<file path="src/hdl/vrp_pkg.sv">
// Shared types, widths and helpers for the vertex rotate and project pipeline.
package vrp_pkg;

  localparam int CW        = 16;          // Q7.8 coordinate width
  localparam int TW        = 16;          // Q1.14 trig width
  localparam int VW        = 15;          // view distance width
  localparam int RW        = 24;          // internal rotated value width
  localparam int PW        = RW + TW;     // product width
  localparam int QW        = 18;          // quotient bits kept before clamping
  localparam int MW        = 40;          // dividend / remainder width
  localparam int DENW      = 20;          // divisor width
  localparam int FRAC_TRIG = 14;
  localparam int ROUND_HALF = 8192;
  localparam int ROT_LAT   = 2;
  localparam int PROJ_LAT  = QW + 3;
  localparam int PIPE_LAT  = 3 * ROT_LAT + PROJ_LAT;
  localparam int CENTRE_X_Q = 63 * 256;
  localparam int CENTRE_Y_Q = 31 * 256;
  localparam int SAT_MAX   = 32767;
  localparam int SAT_MIN   = -32768;

  localparam logic [TW-1:0] TRIG_ONE   = 16'd16384;
  localparam logic [TW-1:0] TRIG_ZERO  = 16'd0;
  localparam logic [VW-1:0] VIEW_RESET = 15'd10240;

  typedef enum logic [2:0] {
    REG_COS_X = 3'd0,
    REG_SIN_X = 3'd1,
    REG_COS_Y = 3'd2,
    REG_SIN_Y = 3'd3,
    REG_COS_Z = 3'd4,
    REG_SIN_Z = 3'd5,
    REG_VIEW  = 3'd6
  } reg_idx_t;

  typedef logic signed [CW-1:0] coord_t;
  typedef logic signed [TW-1:0] trig_t;
  typedef logic signed [RW-1:0] rot_t;

  typedef struct packed {
    coord_t vertex_x;
    coord_t vertex_y;
    coord_t vertex_z;
    logic   last_in;
  } in_word_t;

  typedef struct packed {
    coord_t rotated_x;
    coord_t rotated_y;
    coord_t rotated_z;
    coord_t screen_x;
    coord_t screen_y;
    logic   depth_fault;
    logic   last_out;
  } out_word_t;

  typedef struct packed {
    coord_t rotated_x;
    coord_t rotated_y;
    coord_t rotated_z;
    coord_t screen_x;
    coord_t screen_y;
    logic   depth_fault;
  } proj_res_t;

  function automatic coord_t sat_q78(input rot_t v);
    coord_t r;
    if (v > RW'(SAT_MAX)) r = CW'(SAT_MAX);
    else if (v < RW'(SAT_MIN)) r = CW'(SAT_MIN);
    else r = v[CW-1:0];
    return r;
  endfunction

endpackage

</file>
<file path="src/hdl/vrp_rot.sv">
// One plane rotation: p = a*c - b*s, q = a*s + b*c, rounded to Q15.8 over two stages.
module vrp_rot import vrp_pkg::*; (
  input  logic  clk,
  input  logic  en,
  input  rot_t  a,
  input  rot_t  b,
  input  trig_t c,
  input  trig_t s,
  output rot_t  p,
  output rot_t  q
);

  logic signed [PW-1:0] ac_r, bs_r, as_r, bc_r;
  logic signed [PW:0]   sum_p, sum_q, sh_p, sh_q;
  rot_t p_r, q_r;

  always_ff @(posedge clk) begin
    if (en) begin
      ac_r <= a * c;
      bs_r <= b * s;
      as_r <= a * s;
      bc_r <= b * c;
    end
  end

  // round half up: add half an LSB then floor shift
  always_comb begin
    sum_p = (PW+1)'(ac_r) - (PW+1)'(bs_r) + (PW+1)'(ROUND_HALF);
    sum_q = (PW+1)'(as_r) + (PW+1)'(bc_r) + (PW+1)'(ROUND_HALF);
    sh_p  = sum_p >>> FRAC_TRIG;
    sh_q  = sum_q >>> FRAC_TRIG;
  end

  always_ff @(posedge clk) begin
    if (en) begin
      p_r <= sh_p[RW-1:0];
      q_r <= sh_q[RW-1:0];
    end
  end

  assign p = p_r;
  assign q = q_r;

endmodule

</file>
<file path="config.mk">
export PLATFORM = sky130hd
export DESIGN_NAME = vrp_rot
export DESIGN_NICKNAME = d
export VERILOG_FILES = /design/src/hdl/vrp_pkg.sv /design/src/hdl/vrp_rot.sv
export SDC_FILE = /design/constraint.sdc
export NUM_CORES = 2
export LEC_CHECK = 0
export BUFFER_PORTS_ARGS = -buffer_cell sky130_fd_sc_hd__clkbuf_2
export CAP_MARGIN = 20
export CORE_AREA = 2 2 400 402
export CTS_BUF_LIST = sky130_fd_sc_hd__clkbuf_4
export CTS_CLUSTER_DIAMETER = 30
export CTS_CLUSTER_SIZE = 20
export DETAILED_ROUTE_END_ITERATION = 10
export DIE_AREA = 0 0 402 404
export GPL_ROUTABILITY_DRIVEN = 0
export PLACE_DENSITY = 0.57
export SLEW_MARGIN = 10
export SYNTH_ARGS = -nofsm -noshare
export SYNTH_HDL_FRONTEND = slang
export SYNTH_SLANG_ARGS = --single-unit
export TNS_END_PERCENT = 100
</file>
<file path="constraint.sdc">
create_clock -name clk -period 8.3 [get_ports clk]
set_clock_uncertainty 0.15 [all_clocks]
set_input_delay 1.245 -clock clk [delete_from_list [all_inputs] [get_ports clk]]
set_output_delay 1.245 -clock clk [all_outputs]
set_load 0.03 [all_outputs]
</file>
=== Word level (Yosys, flattened, before mapping) ===
Index checks and enable logic that the tools add are counted.

* Bits in registers: 200
* Input port bits: 82
* Output and inout port bits: 48
* Word-level logic and storage cells: 14

* Add/subtract/negate cells: 4
* Multipliers: 4

{| class="wikitable"
|+ Operators with widths
! kind !! number
|-
| $mul A24 B16 Y38 || 4
|-
| $add A38 B15 Y38 const B || 2
|-
| $add A38 B38 Y38 || 1
|-
| $sub A38 B38 Y38 || 1
|}

=== Depth between registers and ports, before layout ===
* Depth after elaboration: 2
* Mapped depth: 26
* Depth with buffers taken out: 24

=== Worst setup path after synthesis ===
No wires, ideal clock.

* Path type: input -> register
* Start: input c[7]
* End: register ac_r[37] (data pin)
* Data arrival time: 7,314 ps
* Slack: 576 ps
* Stages: 23
* Cells stage by stage: clkbuf_1 -> clkbuf_1 -> nand2_1 -> fa_1 -> inv_1 -> fa_1 -> fa_1 -> fa_1 -> fa_1 -> inv_1 -> fa_1 -> inv_1 -> ha_1 -> a21o_1 -> a21o_1 -> a2111oi_4 -> o31ai_2 -> a211o_1 -> o31a_4 -> a2111oi_4 -> o31ai_1 -> a21oi_1 -> xnor2_1

* Longest elaborated chain between the ends: 1

{| class="wikitable"
|+ RTL lines
! what !! RTL line !! RTL
|-
| from (decl) || vrp_rot.sv:7 || <nowiki>input trig_t c,</nowiki>
|-
| $mul A24 B16 Y38 || vrp_rot.sv:19 || <nowiki>ac_r <= a * c;</nowiki>
|-
| to (signal assigned) || vrp_rot.sv:19 ||
|-
| to (decl) || vrp_rot.sv:13 || <nowiki>logic signed [PW-1:0] ac_r, bs_r, as_r, bc_r;</nowiki>
|}

Every way passes these cells.
A chain may end at the register's enable or synchronous reset.

=== Final worst setup path ===
* Start: input a[10]
* End: register as_r[37] (data pin)

* Longest elaborated chain between the ends: 1

{| class="wikitable"
|+ RTL lines
! what !! RTL line !! RTL
|-
| from (decl) || vrp_rot.sv:5 || <nowiki>input rot_t a,</nowiki>
|-
| $mul A24 B16 Y38 || vrp_rot.sv:21 || <nowiki>as_r <= a * s;</nowiki>
|-
| to (signal assigned) || vrp_rot.sv:21 ||
|-
| to (decl) || vrp_rot.sv:13 ||
|}

Every way passes these cells.

==> flow_summary.yaml <==
place:
  io_buffers: 129
  dp_cells: 8924
  hpwl_um: 138000
  post-place-ws_ps: -65.6
drt:
  postRouteAntennaNets: 0
  drc_errors: 0
  routedWlPerCell_um: 18.5
  num_vias: 44329
  drt_wl_total_um: 166000
  dr.pass1.iters: 6
  avgViaCountPerCell: 4.94
  drtIter0Drc: 2660
final_layout:
  nFillCells: 15619
  utilization_pct: 42.8
  syn_to_final_growth_pct: 7.17
  nets: 8915
  final_layout_size_suffix_gt1_share_pct: 6.20
  layout.cells.non_filler: 8967
grt:
  antenna_found_initial: 14
  use_met3_pct: 2.96
  grt_pass1_wl_um: 271000
  gr-total-overflow: 0
  grt_max_degree: 75
  globalRouteMet1Util_pct: 28.3
  grt_usage_pct: 21.7
  top_usage_layer: "met2"
  grt_pass1_vias: 48056
  met2_usage_pct: 36.9
worst_setup_path:
  r2r_cells: 12
  startpoint: "a[10]"
  start_kind: "primary input"
  crit_cells: 26
  worst_path_most_repeated_cell: "fa_1"
  r2r-start: "bc_r[9]"
  crit_slowest_cell: "fa_1"
  worst-setup-path-type: "primary input to flip-flop"
  cpPeakStageDelay_ps: 550
  required_ps: 8880
  critPathArrivalTime_ps: 8020
  crit_path_max_fanout: 26
  crit_buf_inv: 8
  critPathTopFamily: "adder cells"
  endpoint_kind: "flip-flop"
yosys:
  synth_area_leaders: "fa_1, inv_1, ha_1, edfxtp_1, and2_1"
  synth-edff-count: 200
  synth_top_cell_area_share_pct: 45.8
  yosys.area_share.simple_pct: 14.0
  yosysTopAreaCell: "fa_1"
  synth_ff_type: "edfxtp_1"
  yosys_warnings: 0
  synth_top_family_by_area: "adder cells"
  yosysSeqAreaShare_pct: 9.53
  ys_ff_latch: 200
  synthXorXnorAreaFrac_pct: 3.07
  synthCells: 6785
  synthMuxAreaShare_pct: 0.0477
  synth.distinct_cells: 64
  syn-cell-area_mm2: 0.0630
  synth_compound_area_share_pct: 4.81
  synth_fa_ha_area_share_pct: 56.1
  async_flop_share_pct: 0
  avgSynthCellArea_um2: 9.29
  synth_nets: 8829
cts:
  cts-resized-gates: 0
  cts_max_path_buffers: 2
  numCtsBuffers: 17
  cts_hold_buf: 0
  clk_pin_slew_ps: 220
  cts_tree: "yes"
  worstSkewPairLatency_ps: 940
  root_buffer: "clkbuf_4"
  cts-htree-levels: 4
  post_cts_buffers: 0
  cts.sinks: 200
timing:
  setup_ws_ps: 859
  finalCritPeriodShare_pct: 89.7
  tightest_slew_ps: 990
  fmax_mhz: 134
  fin_crit_ps: 7440
  tns_ps: 0
  hold_viol: 0
  setup_viol: 0
  finalMaxSlewViolations: 0
  maxSlewHeadroom_pct: 34.0
  grt_setup_unrepaired: "no"
min_path:
  hold_class: "flip-flop to flip-flop"
  hold_start: "bs_r[37]"
  min_path_cells: 2
flow_run:
  cap_violations: 0
floorplanning:
  core-area_mm2: 0.158
  dieHeight_um: 404
  num_rows: 146
  pin_count: 130
  dieArea_mm2: 0.162
  fp.dieW_um: 402
  initial_core_util_pct: 39.9
status:
  status: "complete, no violations"
[worst min-delay path: cells and delay by family (launching register included)]
kind | cells | cell delay, ps
flops | 1 | 400
xor+xnor | 2 | 260
[metal layers]
| metal | up-vias | part of all wire (%) |
|---|---|---|
| met3 | 238 | 4.8 |
| li1 | 20009 | - |
| met2 | 1033 | 49 |
| met4 | 12 | 3.7 |
| met5 | - | 0.050 |
| met1 | 23037 | 42 |
[flip-flops by register name (all words and copies together) (netlist names)]
signal / count
as_r: 38
p: 24
ac_r: 38
bs_r: 38
q: 24
bc_r: 38
[metrics by stage]
stage	cell area, µm²	hold slack, ps
after floorplan	63000	465
after global placement	67200	575
after detailed placement	67200	537
after CTS	67500	551
after global routing	67500	618
final	67500	600
[synth_stat cells, drive strengths merged (17+ instances only)]
master	instances
edfxtp	200
nor2b	19
nor3	27
o21ai	66
clkbuf	300
and2	584
inv	1771
o21a	30
a211oi	17
nor2	177
a21o	73
fa	1440
a21oi	140
xor2	56
a31oi	17
o21bai	25
xnor2	165
nand3	34
nand2b	46
ha	522
nand2	932
[logic make-up after synthesis]
kind of cell,after synthesis
compound gates,454
xor+xnor,221
fa+ha+maj,1962
buf+inv,2080
flops,200
mux,3
simple gates,1865
[cell usage in the layout, fill, tap and decap left out, types with 34 or more instances in the layout]
cell      netlist  layout
fa_1         1440    1440
a21o_1         73      73
nand2b_1       46      46
o21ai_0        56      56
xor2_1         56      56
clkbuf_2        0     128
a21oi_1       140     140
inv_1        1771    1771
nand3_1        34      34
and2_1        584     584
edfxtp_1      200     200
ha_1          522     522
buf_4           0     225
nor2_1        177     177
nand2_1       932     932
xnor2_1       165     165
[worst paths after layout]
path                   end  slack (ps)
setup / recovery  as_r[37]         860
hold / removal       p[23]         600
setup reg to reg     q[23]        4090
hold reg to reg      p[23]         600
[cell type report]
cell class	instances	area (µm²)	area share, %
timing repair buffer	375	2770	4.10
clock inverter	15	159	0.235
sequential	200	6010	8.90
tap	2072	2590	3.84
antenna	11	27.5	0.0408
inverter	1772	6650	9.85
clock buffer	17	128	0.189
multi-input combinational	4505	49200	72.9
Power is left out: the tool's default activity adds up to more than one toggle a clock period on the data nets, which glitch-free logic cannot reach.
